===== config.mk =====
export PLATFORM = sky130hd
export DESIGN_NAME = text_to_integer_parser_flat
export DESIGN_NICKNAME = d
export VERILOG_FILES = /design/src/hw/rtl/tti_pkg.sv /design/src/hw/rtl/tti_if.sv /design/src/hw/rtl/tti_ctrl.sv /design/src/hw/rtl/tti_datapath.sv /design/src/hw/rtl/text_to_integer_parser.sv /design/src/flat_wrapper.sv
export SDC_FILE = /design/constraint.sdc
export NUM_CORES = 2
export LEC_CHECK = 0
export BUFFER_PORTS_ARGS = -buffer_cell sky130_fd_sc_hd__buf_2
export CORE_ASPECT_RATIO = 0.75
export CORE_MARGIN = 4
export CORE_UTILIZATION = 40
export DETAILED_ROUTE_END_ITERATION = 12
export PLACE_DENSITY_LB_ADDON = 0.08
export SLEW_MARGIN = 25
export SYNTH_ARGS = -nofsm -noshare
export SYNTH_HDL_FRONTEND = slang
export SYNTH_SLANG_ARGS = --single-unit

===== constraint.sdc =====
create_clock -name i_clk -period 9.5 [get_ports i_clk]
set_clock_uncertainty 0.1 [all_clocks]
set_input_delay 0.475 -clock i_clk [delete_from_list [all_inputs] [get_ports i_clk]]
set_output_delay 0.475 -clock i_clk [all_outputs]
set_load 0.01 [all_outputs]

===== src/hw/rtl/tti_pkg.sv =====
// Shared types, constants and helper functions of the text to integer parser.
package tti_pkg;

    // Field widths fixed by the item formats.
    localparam int TEXT_W   = 8;
    localparam int RADIX_W  = 6;
    localparam int NUMBER_W = 64;
    localparam int STATUS_W = 2;
    localparam int OFFSET_W = 9;

    // Default longest string that advances the byte position.
    localparam int TTI_MAX_TEXT_LENGTH = 256;

    // Radix codes.
    localparam logic [RADIX_W-1:0] RADIX_AUTO    = 6'd0;
    localparam logic [RADIX_W-1:0] RADIX_ONE     = 6'd1;
    localparam logic [RADIX_W-1:0] RADIX_OCTAL   = 6'd8;
    localparam logic [RADIX_W-1:0] RADIX_DECIMAL = 6'd10;
    localparam logic [RADIX_W-1:0] RADIX_HEX     = 6'd16;
    localparam logic [RADIX_W-1:0] RADIX_MAX     = 6'd36;

    // Digit value given to a byte that is no digit at all.
    localparam logic [RADIX_W-1:0] DIGIT_NONE = 6'd36;

    // Character codes.
    localparam logic [TEXT_W-1:0] CH_NUL     = 8'h00;
    localparam logic [TEXT_W-1:0] CH_PAST    = 8'h01;
    localparam logic [TEXT_W-1:0] CH_TAB     = 8'h09;
    localparam logic [TEXT_W-1:0] CH_CR      = 8'h0D;
    localparam logic [TEXT_W-1:0] CH_SPACE   = 8'h20;
    localparam logic [TEXT_W-1:0] CH_PLUS    = 8'h2B;
    localparam logic [TEXT_W-1:0] CH_MINUS   = 8'h2D;
    localparam logic [TEXT_W-1:0] CH_DIGIT0  = 8'h30;
    localparam logic [TEXT_W-1:0] CH_DIGIT9  = 8'h39;
    localparam logic [TEXT_W-1:0] CH_UPPER_A = 8'h41;
    localparam logic [TEXT_W-1:0] CH_UPPER_X = 8'h58;
    localparam logic [TEXT_W-1:0] CH_UPPER_Z = 8'h5A;
    localparam logic [TEXT_W-1:0] CH_LOWER_A = 8'h61;
    localparam logic [TEXT_W-1:0] CH_LOWER_X = 8'h78;
    localparam logic [TEXT_W-1:0] CH_LOWER_Z = 8'h7A;
    localparam logic [TEXT_W-1:0] DIGIT_TEN  = 8'd10;

    // Result status codes.
    typedef enum logic [STATUS_W-1:0] {
        ST_OK        = 2'd0,
        ST_OVERFLOW  = 2'd1,
        ST_BAD_RADIX = 2'd2
    } t_status;

    // Parse phases of one string.
    typedef enum logic [2:0] {
        PH_SPACE,
        PH_SIGNED,
        PH_ZERO,
        PH_DIGITS,
        PH_DONE
    } t_phase;

    // Radix that a digit is checked against in the current byte.
    typedef enum logic [1:0] {
        RS_KEEP,
        RS_DECIMAL,
        RS_OCTAL,
        RS_HEX
    } t_radix_sel;

    // Commands from the controller to the datapath.
    typedef struct packed {
        logic       feed;
        logic       finish;
        t_radix_sel radix_sel;
        logic       digit_try;
        logic       set_minus;
        logic       set_zero;
        logic       clr_zero;
        logic       mark_zero_end;
    } t_cmd;

    // Status from the datapath to the controller.
    typedef struct packed {
        logic stage_free;
        logic is_nul;
        logic is_final;
        logic is_space;
        logic is_minus;
        logic is_plus;
        logic is_zero_char;
        logic is_x;
        logic radix_bad;
        logic radix_auto;
        logic digit_ok;
    } t_sts;

    // Digit value of a character, DIGIT_NONE for anything else.
    function automatic logic [RADIX_W-1:0] digit_value(input logic [TEXT_W-1:0] c);
        logic [RADIX_W-1:0] d;
        d = DIGIT_NONE;
        if (c >= CH_DIGIT0 && c <= CH_DIGIT9) begin
            d = RADIX_W'(c - CH_DIGIT0);
        end else if (c >= CH_LOWER_A && c <= CH_LOWER_Z) begin
            d = RADIX_W'(c - CH_LOWER_A + DIGIT_TEN);
        end else if (c >= CH_UPPER_A && c <= CH_UPPER_Z) begin
            d = RADIX_W'(c - CH_UPPER_A + DIGIT_TEN);
        end
        return d;
    endfunction

    // A radix of one or above thirty-six cannot be used.
    function automatic logic radix_invalid(input logic [RADIX_W-1:0] r);
        return (r == RADIX_ONE) || (r > RADIX_MAX);
    endfunction

endpackage


===== src/hw/rtl/tti_if.sv =====
// Handshake interfaces of the text input, result output and radix configuration channels.
interface tti_text_if;
    logic       valid;
    logic       ready;
    logic [7:0] text_byte;
    logic       final_byte;

    modport source (output valid, output text_byte, output final_byte, input ready);
    modport sink   (input valid, input text_byte, input final_byte, output ready);
endinterface

interface tti_result_if;
    logic        valid;
    logic        ready;
    logic [63:0] number;
    logic [1:0]  status;
    logic [8:0]  stop_offset;

    modport source (output valid, output number, output status, output stop_offset,
                    input ready);
    modport sink   (input valid, input number, input status, input stop_offset,
                    output ready);
endinterface

interface tti_cfg_if;
    logic       valid;
    logic       ready;
    logic [5:0] radix;

    modport source (output valid, output radix, input ready);
    modport sink   (input valid, input radix, output ready);
endinterface


===== src/hw/rtl/tti_ctrl.sv =====
// Parse phase state machine that sequences the datapath byte by byte.
module tti_ctrl (
    input  logic          i_clk,
    input  logic          i_rst_n,
    input  logic          i_accept,
    input  tti_pkg::t_sts i_sts,
    output tti_pkg::t_cmd o_cmd
);
    import tti_pkg::*;

    t_phase r_phase;
    t_phase n_phase;

    // Phase register.
    always_ff @(posedge i_clk) begin
        if (!i_rst_n) begin
            r_phase <= PH_SPACE;
        end else begin
            r_phase <= n_phase;
        end
    end

    // Next phase for an accepted byte.
    always_comb begin
        n_phase = r_phase;
        if (i_accept) begin
            if (i_sts.is_nul || i_sts.is_final) begin
                n_phase = PH_SPACE;
            end else begin
                unique case (r_phase)
                    PH_SPACE, PH_SIGNED: begin
                        if (r_phase == PH_SPACE && i_sts.is_space) begin
                            n_phase = PH_SPACE;
                        end else if (r_phase == PH_SPACE && (i_sts.is_minus || i_sts.is_plus)) begin
                            n_phase = PH_SIGNED;
                        end else if (i_sts.radix_bad) begin
                            n_phase = PH_DONE;
                        end else if (i_sts.radix_auto && i_sts.is_zero_char) begin
                            n_phase = PH_ZERO;
                        end else begin
                            n_phase = i_sts.digit_ok ? PH_DIGITS : PH_DONE;
                        end
                    end
                    PH_ZERO: begin
                        if (i_sts.is_x) begin
                            n_phase = PH_DIGITS;
                        end else begin
                            n_phase = i_sts.digit_ok ? PH_DIGITS : PH_DONE;
                        end
                    end
                    PH_DIGITS: begin
                        n_phase = i_sts.digit_ok ? PH_DIGITS : PH_DONE;
                    end
                    default: begin
                        n_phase = PH_DONE;
                    end
                endcase
            end
        end
    end

    // Datapath commands for an accepted byte.
    always_comb begin
        o_cmd           = '0;
        o_cmd.radix_sel = RS_KEEP;
        if (i_accept) begin
            o_cmd.feed   = !i_sts.is_nul;
            o_cmd.finish = i_sts.is_nul || i_sts.is_final;
            if (!i_sts.is_nul) begin
                unique case (r_phase)
                    PH_SPACE, PH_SIGNED: begin
                        if (r_phase == PH_SPACE && i_sts.is_space) begin
                            o_cmd.digit_try = 1'b0;
                        end else if (r_phase == PH_SPACE && i_sts.is_minus) begin
                            o_cmd.set_minus = 1'b1;
                        end else if (r_phase == PH_SPACE && i_sts.is_plus) begin
                            o_cmd.digit_try = 1'b0;
                        end else if (i_sts.radix_bad) begin
                            o_cmd.digit_try = 1'b0;
                        end else if (i_sts.radix_auto) begin
                            if (i_sts.is_zero_char) begin
                                o_cmd.set_zero      = 1'b1;
                                o_cmd.mark_zero_end = 1'b1;
                            end else begin
                                o_cmd.radix_sel = RS_DECIMAL;
                                o_cmd.digit_try = 1'b1;
                            end
                        end else begin
                            o_cmd.digit_try = 1'b1;
                        end
                    end
                    PH_ZERO: begin
                        if (i_sts.is_x) begin
                            o_cmd.radix_sel = RS_HEX;
                            o_cmd.clr_zero  = 1'b1;
                        end else begin
                            o_cmd.radix_sel = RS_OCTAL;
                            o_cmd.digit_try = 1'b1;
                        end
                    end
                    PH_DIGITS: begin
                        o_cmd.digit_try = 1'b1;
                    end
                    default: begin
                        o_cmd.digit_try = 1'b0;
                    end
                endcase
            end
        end
    end

endmodule


===== src/hw/rtl/tti_datapath.sv =====
// Character classifier, accumulator, string state, finish stage and output register.
module tti_datapath #(
    parameter int MAX_TEXT_LENGTH = tti_pkg::TTI_MAX_TEXT_LENGTH
) (
    input  logic                          i_clk,
    input  logic                          i_rst_n,
    input  logic [tti_pkg::TEXT_W-1:0]    i_text_byte,
    input  logic                          i_final_byte,
    input  logic                          i_cfg_we,
    input  logic [tti_pkg::RADIX_W-1:0]   i_cfg_radix,
    input  tti_pkg::t_cmd                 i_cmd,
    output tti_pkg::t_sts                 o_sts,
    input  logic                          i_out_ready,
    output logic                          o_out_valid,
    output logic [tti_pkg::NUMBER_W-1:0]  o_number,
    output logic [tti_pkg::STATUS_W-1:0]  o_status,
    output logic [tti_pkg::OFFSET_W-1:0]  o_stop_offset
);
    import tti_pkg::*;

    localparam int PW = $clog2(MAX_TEXT_LENGTH + 1);
    localparam int PROD_W = NUMBER_W + RADIX_W;
    localparam logic [PW-1:0] POS_LIMIT = PW'(MAX_TEXT_LENGTH);

    // Configuration and per-string state.
    logic [RADIX_W-1:0]  r_radix;
    logic [RADIX_W-1:0]  r_active_radix;
    logic [NUMBER_W-1:0] r_acc;
    logic                r_minus;
    logic                r_lead_zero;
    logic                r_any_digit;
    logic                r_ovf;
    logic [PW-1:0]       r_position;
    logic [PW-1:0]       r_end;

    // Finish stage and output register.
    logic                r_fin_valid;
    logic [NUMBER_W-1:0] r_fin_acc;
    logic                r_fin_minus;
    t_status             r_fin_status;
    logic [OFFSET_W-1:0] r_fin_off;
    logic                r_out_valid;
    logic [NUMBER_W-1:0] r_out_number;
    t_status             r_out_status;
    logic [OFFSET_W-1:0] r_out_off;

    logic [RADIX_W-1:0]  n_active_radix;
    logic [NUMBER_W-1:0] n_acc;
    logic                n_minus;
    logic                n_lead_zero;
    logic                n_any_digit;
    logic                n_ovf;
    logic [PW-1:0]       n_position;
    logic [PW-1:0]       n_end;
    t_status             n_fin_status;
    logic [PW-1:0]       n_fin_off;

    logic                first_byte;
    logic                pos_full;
    logic [RADIX_W-1:0]  eff_radix;
    logic [RADIX_W-1:0]  dig_radix;
    logic [TEXT_W-1:0]   c_feed;
    logic [RADIX_W-1:0]  digit;
    logic                digit_ok;
    logic                take;
    logic [PROD_W-1:0]   mul_sum;
    logic                mul_ovf;
    logic                radix_bad;
    logic                out_free;
    logic                stage_free;
    logic                fin_move;

    // Radix in force: the configured one is latched at the first byte of a string.
    assign first_byte = (r_position == '0);
    assign pos_full   = (r_position >= POS_LIMIT);
    assign eff_radix  = first_byte ? r_radix : r_active_radix;
    assign radix_bad  = radix_invalid(eff_radix);

    // Bytes past the length limit behave as a non-digit.
    assign c_feed = pos_full ? CH_PAST : i_text_byte;
    assign digit  = digit_value(c_feed);

    always_comb begin
        unique case (i_cmd.radix_sel)
            RS_KEEP:    dig_radix = eff_radix;
            RS_DECIMAL: dig_radix = RADIX_DECIMAL;
            RS_OCTAL:   dig_radix = RADIX_OCTAL;
            RS_HEX:     dig_radix = RADIX_HEX;
            default:    dig_radix = eff_radix;
        endcase
    end

    assign digit_ok = (digit < dig_radix);
    assign take     = i_cmd.digit_try && digit_ok;

    // Multiply-add with the carry bits above 64 showing overflow.
    assign mul_sum = PROD_W'(r_acc) * PROD_W'(dig_radix) + PROD_W'(digit);
    assign mul_ovf = |mul_sum[PROD_W-1:NUMBER_W];

    // Next string state for the current byte.
    always_comb begin
        n_active_radix = dig_radix;
        n_acc          = r_acc;
        n_ovf          = r_ovf;
        if (take && !r_ovf) begin
            if (mul_ovf) begin
                n_ovf = 1'b1;
            end else begin
                n_acc = mul_sum[NUMBER_W-1:0];
            end
        end
        n_any_digit = r_any_digit | take;
        n_minus     = r_minus | i_cmd.set_minus;
        n_lead_zero = i_cmd.set_zero ? 1'b1 : (i_cmd.clr_zero ? 1'b0 : r_lead_zero);
        n_end       = (take || i_cmd.mark_zero_end) ? r_position + 1'b1 : r_end;
        n_position  = (i_cmd.feed && !pos_full) ? r_position + 1'b1 : r_position;
    end

    // Status and stop offset of a finishing string.
    always_comb begin
        if (radix_bad) begin
            n_fin_status = ST_BAD_RADIX;
            n_fin_off    = '0;
        end else if (n_ovf) begin
            n_fin_status = ST_OVERFLOW;
            n_fin_off    = n_end;
        end else begin
            n_fin_status = ST_OK;
            n_fin_off    = (n_any_digit || n_lead_zero) ? n_end : '0;
        end
    end

    // Radix register.
    always_ff @(posedge i_clk) begin
        if (!i_rst_n) begin
            r_radix <= RADIX_AUTO;
        end else if (i_cfg_we) begin
            r_radix <= i_cfg_radix;
        end
    end

    // String state: cleared when a string finishes, updated on each fed byte.
    always_ff @(posedge i_clk) begin
        if (!i_rst_n || i_cmd.finish) begin
            r_active_radix <= RADIX_AUTO;
            r_acc          <= '0;
            r_minus        <= 1'b0;
            r_lead_zero    <= 1'b0;
            r_any_digit    <= 1'b0;
            r_ovf          <= 1'b0;
            r_position     <= '0;
            r_end          <= '0;
        end else if (i_cmd.feed) begin
            r_active_radix <= n_active_radix;
            r_acc          <= n_acc;
            r_minus        <= n_minus;
            r_lead_zero    <= n_lead_zero;
            r_any_digit    <= n_any_digit;
            r_ovf          <= n_ovf;
            r_position     <= n_position;
            r_end          <= n_end;
        end
    end

    // Finish stage hands over to the output register when that is free.
    assign out_free   = !r_out_valid || i_out_ready;
    assign fin_move   = r_fin_valid && out_free;
    assign stage_free = !r_fin_valid || out_free;

    always_ff @(posedge i_clk) begin
        if (!i_rst_n) begin
            r_fin_valid <= 1'b0;
            r_out_valid <= 1'b0;
        end else begin
            if (i_cmd.finish) begin
                r_fin_valid <= 1'b1;
            end else if (fin_move) begin
                r_fin_valid <= 1'b0;
            end
            if (fin_move) begin
                r_out_valid <= 1'b1;
            end else if (i_out_ready) begin
                r_out_valid <= 1'b0;
            end
        end
    end

    always_ff @(posedge i_clk) begin
        if (i_cmd.finish) begin
            r_fin_acc    <= n_acc;
            r_fin_minus  <= n_minus;
            r_fin_status <= n_fin_status;
            r_fin_off    <= OFFSET_W'(n_fin_off);
        end
    end

    // Sign and error handling of the value into the output register.
    always_ff @(posedge i_clk) begin
        if (fin_move) begin
            if (r_fin_status != ST_OK) begin
                r_out_number <= '0;
            end else if (r_fin_minus) begin
                r_out_number <= '0 - r_fin_acc;
            end else begin
                r_out_number <= r_fin_acc;
            end
            r_out_status <= r_fin_status;
            r_out_off    <= r_fin_off;
        end
    end

    assign o_out_valid   = r_out_valid;
    assign o_number      = r_out_number;
    assign o_status      = r_out_status;
    assign o_stop_offset = r_out_off;

    // Status toward the controller.
    always_comb begin
        o_sts              = '0;
        o_sts.stage_free   = stage_free;
        o_sts.is_nul       = (i_text_byte == CH_NUL);
        o_sts.is_final     = i_final_byte;
        o_sts.is_space     = (c_feed == CH_SPACE) || (c_feed >= CH_TAB && c_feed <= CH_CR);
        o_sts.is_minus     = (c_feed == CH_MINUS);
        o_sts.is_plus      = (c_feed == CH_PLUS);
        o_sts.is_zero_char = (c_feed == CH_DIGIT0);
        o_sts.is_x         = (c_feed == CH_LOWER_X) || (c_feed == CH_UPPER_X);
        o_sts.radix_bad    = radix_bad;
        o_sts.radix_auto   = (eff_radix == RADIX_AUTO);
        o_sts.digit_ok     = digit_ok;
    end

    // The byte position never runs past the length limit.
    a_pos_limit: assert property (@(posedge i_clk) disable iff (!i_rst_n)
        r_position <= POS_LIMIT)
        else $error("byte position beyond the length limit");

    // The stop offset never lies past the bytes taken.
    a_end_order: assert property (@(posedge i_clk) disable iff (!i_rst_n)
        r_end <= r_position)
        else $error("stop offset ahead of byte position");

    // A finishing string leaves a result in the finish stage and clean state.
    a_finish: assert property (@(posedge i_clk) disable iff (!i_rst_n)
        i_cmd.finish |=> (r_fin_valid && r_position == '0 && !r_ovf))
        else $error("finished string not staged or not cleared");

    // Digits are only ever taken under a resolved, usable radix.
    a_digit_radix: assert property (@(posedge i_clk) disable iff (!i_rst_n)
        r_any_digit |-> (r_active_radix != RADIX_AUTO && !radix_invalid(r_active_radix)))
        else $error("digit taken under an unusable radix");

endmodule


===== src/hw/rtl/text_to_integer_parser.sv =====
// Top level of the streaming text to unsigned 64-bit integer parser.
//
// Usage: a string arrives on i_text one byte per item, ended by a NUL byte or by an item
// with final_byte set. Leading whitespace and one sign are skipped, then digits are taken
// in the radix from i_cfg (0 picks hex after 0x, octal after a leading 0, else decimal).
// One result item per string comes out on o_result: number, status (ok, overflow, bad
// radix) and stop_offset. The radix is sampled at the first byte of each string; write
// i_cfg only between strings. i_cfg is always ready.
// Throughput: one byte per cycle while the finish stage is free; every byte passes the
// 64 by 6 bit multiply-add of the accumulator in the cycle that accepts it, so there is no
// gap between strings either. A result passes the finish stage for the status, then
// the output register for sign and error handling.
// Reset: the radix returns to auto, the string state clears and no result is pending.
// Stall: a result waits in the output register while o_result.ready is low, and a second
// one can wait in the finish stage; i_text stops taking bytes only when both are full.
module text_to_integer_parser #(
    parameter int MAX_TEXT_LENGTH = tti_pkg::TTI_MAX_TEXT_LENGTH
) (
    input  logic                i_clk,
    input  logic                i_rst_n,
    tti_text_if.sink            i_text,
    tti_result_if.source        o_result,
    tti_cfg_if.sink             i_cfg
);
    import tti_pkg::*;

    t_cmd w_cmd;
    t_sts w_sts;
    logic w_accept;

    // Input handshake: bytes are taken whenever the finish stage can hold a result.
    assign i_text.ready = w_sts.stage_free;
    assign w_accept     = i_text.valid && i_text.ready;
    assign i_cfg.ready  = 1'b1;

    tti_ctrl u_ctrl (
        .i_clk    (i_clk),
        .i_rst_n  (i_rst_n),
        .i_accept (w_accept),
        .i_sts    (w_sts),
        .o_cmd    (w_cmd)
    );

    tti_datapath #(
        .MAX_TEXT_LENGTH (MAX_TEXT_LENGTH)
    ) u_datapath (
        .i_clk         (i_clk),
        .i_rst_n       (i_rst_n),
        .i_text_byte   (i_text.text_byte),
        .i_final_byte  (i_text.final_byte),
        .i_cfg_we      (i_cfg.valid),
        .i_cfg_radix   (i_cfg.radix),
        .i_cmd         (w_cmd),
        .o_sts         (w_sts),
        .i_out_ready   (o_result.ready),
        .o_out_valid   (o_result.valid),
        .o_number      (o_result.number),
        .o_status      (o_result.status),
        .o_stop_offset (o_result.stop_offset)
    );

endmodule


===== src/flat_wrapper.sv =====
// flat-port wrapper written by rule: the top's interface ports become plain ports
module text_to_integer_parser_flat import tti_pkg::*;
#(
    parameter int MAX_TEXT_LENGTH = tti_pkg::TTI_MAX_TEXT_LENGTH
)
  (i_clk, i_rst_n, i_text_valid, i_text_text_byte, i_text_final_byte, i_text_ready, o_result_valid, o_result_number, o_result_status, o_result_stop_offset, o_result_ready, i_cfg_valid, i_cfg_radix, i_cfg_ready);
  tti_text_if i_text_i ();
  tti_result_if o_result_i ();
  tti_cfg_if i_cfg_i ();
  input  logic i_clk;
  input  logic i_rst_n;
  input wire logic [$bits(i_text_i.valid)-1:0] i_text_valid;
  input wire logic [$bits(i_text_i.text_byte)-1:0] i_text_text_byte;
  input wire logic [$bits(i_text_i.final_byte)-1:0] i_text_final_byte;
  output wire logic [$bits(i_text_i.ready)-1:0] i_text_ready;
  output wire logic [$bits(o_result_i.valid)-1:0] o_result_valid;
  output wire logic [$bits(o_result_i.number)-1:0] o_result_number;
  output wire logic [$bits(o_result_i.status)-1:0] o_result_status;
  output wire logic [$bits(o_result_i.stop_offset)-1:0] o_result_stop_offset;
  input wire logic [$bits(o_result_i.ready)-1:0] o_result_ready;
  input wire logic [$bits(i_cfg_i.valid)-1:0] i_cfg_valid;
  input wire logic [$bits(i_cfg_i.radix)-1:0] i_cfg_radix;
  output wire logic [$bits(i_cfg_i.ready)-1:0] i_cfg_ready;
  assign i_text_i.valid = i_text_valid;
  assign i_text_i.text_byte = i_text_text_byte;
  assign i_text_i.final_byte = i_text_final_byte;
  assign i_text_ready = i_text_i.ready;
  assign o_result_valid = o_result_i.valid;
  assign o_result_number = o_result_i.number;
  assign o_result_status = o_result_i.status;
  assign o_result_stop_offset = o_result_i.stop_offset;
  assign o_result_i.ready = o_result_ready;
  assign i_cfg_i.valid = i_cfg_valid;
  assign i_cfg_i.radix = i_cfg_radix;
  assign i_cfg_ready = i_cfg_i.ready;
  text_to_integer_parser #(.MAX_TEXT_LENGTH(MAX_TEXT_LENGTH)) u_core (.i_clk(i_clk), .i_rst_n(i_rst_n), .i_text(i_text_i), .o_result(o_result_i), .i_cfg(i_cfg_i));
endmodule

After elaboration in Yosys (flattened, before gate mapping)

Index checks and enable logic that the tools add are counted.

Logic and storage cells: 152
Output and inout bits: 78
RAM bits: 0
Memory bits (read-only): 0
Bits in latches: 0
Register bits after elaboration: 254
Memories: 0

Reductions and logical operators: 41
Multipliers: 1
$lt $le $gt $ge: 11
Div/mod/pow operators: 0
Shift-type cells: 0
Multiplexer cells: 57
Add/subtract/negate cells: 8
Bitwise logic cells: 2
Equality and inequality tests: 13

Operator list:

| cell                                                           | count |
|---|---|
| 2-to-1 mux 64 bit                                              | 3 |
| adder 70 x 6 -> 70 bit                                         | 1 |
| multiplier 64 x 6 -> 70 bit                                    | 1 |
| subtractor 1 x 64 -> 64 bit, first input constant              | 1 |
| 2-to-1 mux 9 bit                                               | 4 |
| == test 8 x 6 -> 1 bit, second input constant                  | 4 |
| 2-to-1 mux 1 bit                                               | 28 |
| 2-to-1 mux 3 bit                                               | 8 |
| 2-to-1 mux 6 bit                                               | 4 |
| case mux 6 bit (4 select lines)                                | 1 |
| == test 8 x 7 -> 1 bit, second input constant                  | 2 |
| >= comparator 8 x 7 -> 1 bit, second input constant            | 2 |
| less-or-equal comparator 8 x 7 -> 1 bit, second input constant | 2 |
| logical AND 1 bit                                              | 14 |
| adder 6 x 4 -> 6 bit, second input constant                    | 2 |
| subtractor 6 bit, second input constant                        | 2 |
| logical OR 1 bit                                               | 10 |
| adder 9 x 1 -> 9 bit, second input constant                    | 1 |
| >= comparator 9 bit, second input constant                     | 1 |
| zero test 9 bit                                                | 1 |
| case mux 3 bit (3 select lines)                                | 1 |
| >= comparator 8 x 4 -> 1 bit, second input constant            | 1 |
| >= comparator 8 x 6 -> 1 bit, second input constant            | 1 |
| less-or-equal comparator 8 x 4 -> 1 bit, second input constant | 1 |
| 24 further kinds                                               | 37 |

Longest topological paths before layout

Depth after elaboration: 22
Gate-level depth with buffers: 38
Depth with buffers taken out: 32

Modules after synthesis

From an unflattened synthesis, not the netlist that was laid out.

Cells, all modules: 2,635
Area total of the unflattened synthesis: 25,554.5 µm²

Modules (own cells, without submodules):

| module                 | area each (µm²) | times used | cells an instance |
|---|---|---|---|
| tti_datapath           | 25,195.4        | 1          | 2,581 |
| tti_ctrl               | 341.6           | 1          | 51 |
| text_to_integer_parser | 17.5            | 1          | 3 |

Worst setup path before layout

No wires, ideal clock.

Kind: register to register
Start point: reg u_core.u_datapath.r_position[8]
End point: reg u_core.u_datapath.r_fin_acc[0] (data pin)
Buffers on the path: 7
Cell stages (with the launch flop): 38
Arrival time: 8,100 ps
Period minus slack after synthesis: 8,462 ps
Setup slack: 1,038 ps
Cell sequence: dfxtp_1 -> buf_6 -> clkbuf_1 -> nand2b_1 -> inv_1 -> ha_1 -> nor2b_1 -> o211ai_1 -> o311ai_2 -> nor4b_1 -> nor2_1 -> nor2_1 -> inv_1 -> ha_1 -> mux2i_1 -> clkbuf_1 -> clkbuf_1 -> and2_1 -> [2 not listed] -> fa_1 -> inv_1 -> fa_1 -> ha_1 -> ha_1 -> clkbuf_1 -> a21o_1 -> a21o_1 -> a2111oi_0 -> nor3_1 -> or4_1 -> o211ai_1 -> nor2_1 -> or3b_4 -> buf_6 -> clkbuf_1 -> o21ai_0 -> nand2_1

Cells in the longest elaborated chain, start to end: 19
Elaborated cells on any way between the ends: 68
Those cells by class: add/sub (6); mul (1); order compare (11); eq/ne (10); mux (24); reduce/logical (16)

RTL lines:

| item                                        | line                | RTL |
|---|---|---|
| start, declared                             | tti_datapath.sv:33  | `logic [PW-1:0] r_position;` |
| start signal, assigned                      | tti_datapath.sv:160 | `r_position <= n_position;` |
| >= comparator 9 bit                         | tti_datapath.sv:75  | `assign pos_full = (r_position >= POS_LIMIT);` |
| 2-to-1 mux 8 bit                            | tti_datapath.sv:80  | `assign c_feed = pos_full ? CH_PAST : i_text_byte;` |
| == test 8 x 6 -> 1 bit                      | tti_datapath.sv:226 | `o_sts.is_zero_char = (c_feed == CH_DIGIT0);` |
| 2-to-1 mux 2 bit                            | tti_ctrl.sv:81      | `if (i_sts.is_zero_char) begin` |
| 2-to-1 mux 1 bit                            | tti_ctrl.sv:80      | `end else if (i_sts.radix_auto) begin` |
| 2-to-1 mux 1 bit                            | tti_ctrl.sv:78      | `end else if (i_sts.radix_bad) begin` |
| 2-to-1 mux 1 bit                            | tti_ctrl.sv:76      | `end else if (r_phase == PH_SPACE && i_sts.is_plus) begin` |
| 2-to-1 mux 3 bit                            | tti_ctrl.sv:74      | `end else if (r_phase == PH_SPACE && i_sts.is_minus) begin` |
| [4 not listed]                              | n/a                 |  |
| == test 2 bit, or another cell as far along | tti_datapath.sv:84  | `unique case (i_cmd.radix_sel)` |
| case mux 6 bit (4 select lines)             | tti_datapath.sv:84  |  |
| multiplier 64 x 6 -> 70 bit                 | tti_datapath.sv:97  | `assign mul_sum = PROD_W'(r_acc) * PROD_W'(dig_radix) + PROD_W'(digit);` |
| adder 70 x 6 -> 70 bit                      | tti_datapath.sv:97  |  |
| OR reduction 6 bit                          | tti_datapath.sv:98  | `assign mul_ovf = \|mul_sum[PROD_W-1:NUMBER_W];` |
| 2-to-1 mux 64 bit                           | tti_datapath.sv:106 | `if (mul_ovf) begin` |
| 2-to-1 mux 64 bit (*)                       | tti_datapath.sv:105 | `if (take && !r_ovf) begin` |
| net u_core.u_datapath.n_acc[0]              | tti_datapath.sv:48  | `logic [NUMBER_W-1:0] n_acc;` |
| end signal, assigned                        | tti_datapath.sv:190 | `r_fin_acc <= n_acc;` |
| end, declared                               | tti_datapath.sv:38  | `logic [NUMBER_W-1:0] r_fin_acc;` |

Mark *: on every way through the listed nets, which the timed path passes. The rest lies on a longest branch.
A chain may end at the register's enable or synchronous reset.

Worst setup path after layout

Start point: reg u_core.u_datapath.r_position[8]
End point: reg u_core.u_datapath.r_acc[12]

Cells in the longest elaborated chain, start to end: 19
Elaborated cells on any way between the ends: 68
Those cells by class: add/sub (6); mul (1); order compare (11); eq/ne (10); mux (24); reduce/logical (16)

RTL lines:

| item                                        | line                | RTL |
|---|---|---|
| >= comparator 9 bit                         | tti_datapath.sv:75  |  |
| 2-to-1 mux 8 bit                            | tti_datapath.sv:80  |  |
| == test 8 x 6 -> 1 bit                      | tti_datapath.sv:226 |  |
| 2-to-1 mux 2 bit                            | tti_ctrl.sv:81      |  |
| 2-to-1 mux 1 bit                            | tti_ctrl.sv:80      |  |
| 2-to-1 mux 1 bit                            | tti_ctrl.sv:78      |  |
| 2-to-1 mux 1 bit                            | tti_ctrl.sv:76      |  |
| 2-to-1 mux 3 bit                            | tti_ctrl.sv:74      |  |
| [3 not listed]                              | n/a                 |  |
| 2-to-1 mux 9 bit                            | tti_ctrl.sv:66      | `if (i_accept) begin` |
| == test 2 bit, or another cell as far along | tti_datapath.sv:84  |  |
| case mux 6 bit (4 select lines)             | tti_datapath.sv:84  |  |
| multiplier 64 x 6 -> 70 bit                 | tti_datapath.sv:97  |  |
| adder 70 x 6 -> 70 bit                      | tti_datapath.sv:97  |  |
| OR reduction 6 bit                          | tti_datapath.sv:98  |  |
| 2-to-1 mux 64 bit                           | tti_datapath.sv:106 |  |
| 2-to-1 mux 64 bit (*)                       | tti_datapath.sv:105 |  |
| end signal, assigned                        | tti_datapath.sv:155 | `r_acc <= n_acc;` |
| end, declared                               | tti_datapath.sv:28  | `logic [NUMBER_W-1:0] r_acc;` |

Every way passes the cells marked *; elsewhere a longest branch is shown, timed or not.

==> summary.log <==
qor: sta.final.period_utilization 94.2%
qor: placement.dp_hpwl 53900 um
qor: floorplan.floorplan.core_area 60800 sq um
qor: sta.worstMarginPinSlew 1.01 ns
qor: synthesis.async_set_or_reset_register_ratio_after_synthesis 0%
qor: floorplan.io_pins 98
qor: critical_path.worstPathMaxFanout 65
qor: clocking.cts_post_setup_buffers_inserted 0
qor: synthesis.post-synth-top-area-fraction 20.4%
qor: clocking.tritoncts.num_buffers 30
qor: critical_path.crit_path_frequent_cell ha_1
qor: cells_and_area.post_layout_net_count 3097
qor: placement.gp_congestion 0.910
qor: synthesis.yosysUniqueCellTypes 83
qor: drt.vias_per_cell 5.52
qor: synthesis.post_synth_most_frequent_cells and2_1 (373), fa_1 (252), nand2_1 (207)
qor: synthesis.synthFlopType edfxtp_1
qor: cells_and_area.layout-drive-gt1-share 9.68%
qor: cells_and_area.nFillCells 5849
qor: floorplan.initial_utilization 40.6%
qor: drt.drt-total-wl 69000 um
qor: clocking.cts_max_level 1
qor: cells_and_area.flow.area_growth_from_synthesis 10.7%
qor: status.run_status complete, no violations
qor: clocking.worst_skew_pair.late_latency 0.59 ns
qor: clocking.cts_tree done
qor: placement.detailedPlace.worstSlack 0.444 ns
qor: drt.drtIter0Drc 1180
qor: synthesis.synth_most_common_cell and2_1
qor: power.ir_worst_vdd 0.124 mV
qor: synthesis.post_synth_instance_area 24700 sq um
qor: grt.first_global_vias 19500
qor: critical_path.crit_arrival 9.34 ns
qor: grt.grt_first_pass_wirelength 111000 um
qor: floorplan.die_span_in_x 295 um
qor: sta.fin_tns_setup 0 ns
qor: sta.timing.fmax 0.112 GHz
qor: synthesis.synthesized_instance_count 2596
qor: floorplan.row_count 78
qor: synthesis.synth_nets 3032
qor: cells_and_area.fin_util 45.0%
qor: drt.drtAntennaViolNets 0
qor: clocking.worst_setup_hold_path_clk_slew 0.06 ns
qor: drt.routed_wire_per_std_cell 19.8 um
qor: sta.setup_viol 0
qor: synthesis.postSynthRegisterBits 254
qor: critical_path.worst_ep_required_time 9.90 ns
qor: critical_path.setup.worst_path.start_class flop
qor: synthesis.post_synth_edffs 151
qor: critical_path.worst_path_max_delay_cell fa_1
qor: run.cap_violations 0
qor: critical_path.critical_setup_path_kind reg2reg
qor: drt.num_vias 19200
qor: synthesis.yosys_warnings 0
qor: placement.io_buffer_count 96
qor: synthesis.netlist_top_cells_area fa_1 (20%), edfxtp_1 (18%), and2_1 (9.5%)
qor: hold_path.worstHoldPathType in2reg
qor: sta.timing.final.crit_period 8.95 ns
qor: floorplan.die_area 65800 sq um
qor: cells_and_area.num_antenna_cells 0
qor: power.power.static_leakage 12.7 nW
qor: power.total_power 2.63 mW
qor: clocking.number_of_sinks_handled_by_clock_tree_synthesis 254
qor: synthesis.syn_area_per_cell 9.51 sq um
qor: synthesis.synth_sequential_area_ratio 26.7%
qor: grt.grt_start_max_net_pins 76
qor: clocking.cts-root-to-sink-buffers 3
qor: synthesis.synth.largest_area_cell fa_1
qor: sta.rsz0062_at_grt false
qor: power.cellPowerDensity 96.2 nW/um^2
qor: grt.grt.total_usage 21.1%
qor: critical_path.cp_slowest_stage_delay 0.53 ns
qor: drt.detail_route.first_pass.iterations 5
qor: grt.grt_antenna_before_repair 2
qor: critical_path.crit_path_end_kind flop
qor: sta.slew-limit-headroom 32.5%
qor: clocking.cell_at_the_root_of_the_clock_tree clkbuf_16
qor: grt.gr-total-overflow 0
qor: sta.timing.final.ws_setup 0.554 ns
qor: floorplan.die_h 223 um
qor: sta.final-max-slew-violation-count 0
qor: sta.finalHoldViolations 0
qor: drt.route.detailed.drc 0
[through the flow]
step | cells | instance area [sq um] | hold WS [ns]
floorplan | 2596 | 24700 | 0.300
global placement | 3429 | 26400 | 0.311
detailed placement | 3429 | 26400 | 0.317
CTS | 3485 | 27300 | 0.0133
global route | 3485 | 27300 | 0.0353
finish | 3485 | 27300 | 0.0506
[power breakdown]
group	total [mW]	switching, mW	internal (mW)
Sequential	1.22	0.0228	1.19
Clock	1.11	0.490	0.618
Combinational	0.305	0.212	0.0938
[flip-flops by register name (all words and copies together), names as in the netlist, 3 cells and up]
register,cells
u_core.u_datapath.r_acc,64
u_core.u_datapath.r_position,9
u_core.u_datapath.r_fin_off,9
u_core.u_ctrl.r_phase,3
u_core.u_datapath.r_fin_acc,64
u_core.u_datapath.r_active_radix,6
u_core.u_datapath.o_number,64
u_core.u_datapath.r_radix,6
u_core.u_datapath.r_end,9
u_core.u_datapath.o_stop_offset,9
[critical path, delay by kind of cell, from the launching register on]
family / cells / cell delay (ns)
DFF: 1 / 0.40
adders and majority gates: 7 / 2.82
AOI/OAI and AO/OA: 8 / 1.60
buffers and inverters: 5 / 0.94
muxes: 1 / 0.24
and+or+nand+nor: 10 / 2.70
[worst paths after layout]
kind	slack [ns]	endpoint	depth (start not counted)	start
worst max-delay path	0.55	u_core.u_datapath.r_acc[12]	31	u_core.u_datapath.r_position[8]
worst min-delay path	0.05	u_core.u_datapath.r_radix[2]	3	i_cfg_radix[2]
worst max register to register	0.55	u_core.u_datapath.r_acc[12]	31	u_core.u_datapath.r_position[8]
worst min register to register	0.33	u_core.u_datapath.o_stop_offset[0]	0	u_core.u_datapath.r_fin_off[0]
[layer usage]
metal / vias to the layer above / part of all wire [%] / track usage [%]
li1: 9125 / - / -
met1: 9539 / 52 / 34.3
met2: 490 / 40 / 29.8
met3: 75 / 5.5 / 2.75
met4: 0 / 1.9 / 3.75
met5: - / 0 / 0
[cells in the final DEF (no fill, tap or decap), types with 17 or more instances in the layout]
cell       count
dfxtp_1      102
buf_2         96
o21ai_0      146
nand3_1       87
mux2i_1       23
fa_1         252
clkbuf_16     31
xnor2_1       51
o31ai_1       30
nand4_1       35
xor2_1        91
buf_4         59
a21o_1        32
and2_1       373
inv_1         80
nor2_1       167
nor3_1        28
edfxtp_1     151
nand2_1      206
a21oi_1      167
o211ai_1      17
ha_1         164
or3_1         17
[cell type report]
| type | count | area, sq um | share of cell area (%) |
|---|---|---|---|
| Tap cell | 800 | 1000 | 3.66 |
| Clock buffer | 38 | 822 | 3.01 |
| Clock inverter | 18 | 131 | 0.481 |
| Timing Repair Buffer | 165 | 1110 | 4.08 |
| Inverter | 81 | 304 | 1.11 |
| Sequential cell | 254 | 6600 | 24.1 |
| Multi-Input combinational cell | 2129 | 17400 | 63.5 |
[cell families (layout without fill, tap and decap cells)]
| group | after synthesis | after routing | synth area share [%] |
|---|---|---|---|
| adder cells (fa/ha/maj) | 416 | 416 | 28.8 |
| AO/OA/AOI/OAI | 510 | 510 | 12.7 |
| multiplexers | 26 | 26 | 1.07 |
| buffers and inverters | 213 | 302 | 3.37 |
| flip-flops | 254 | 254 | 26.7 |
| XOR/XNOR | 142 | 142 | 5.04 |
| AND/OR/NAND/NOR | 1034 | 1034 | 22.4 |
| other | 1 | 1 | 0.0152 |
[what timing repair did]
| action | 4_1_cts | 5_1_grt |
|---|---|---|
| gates resized for setup | 0 | 4 |
| endpoints found under the setup margin | 0 | 130 |
| hold buffers | 0 | 0 |
Power figures use the tool's default switching activity.
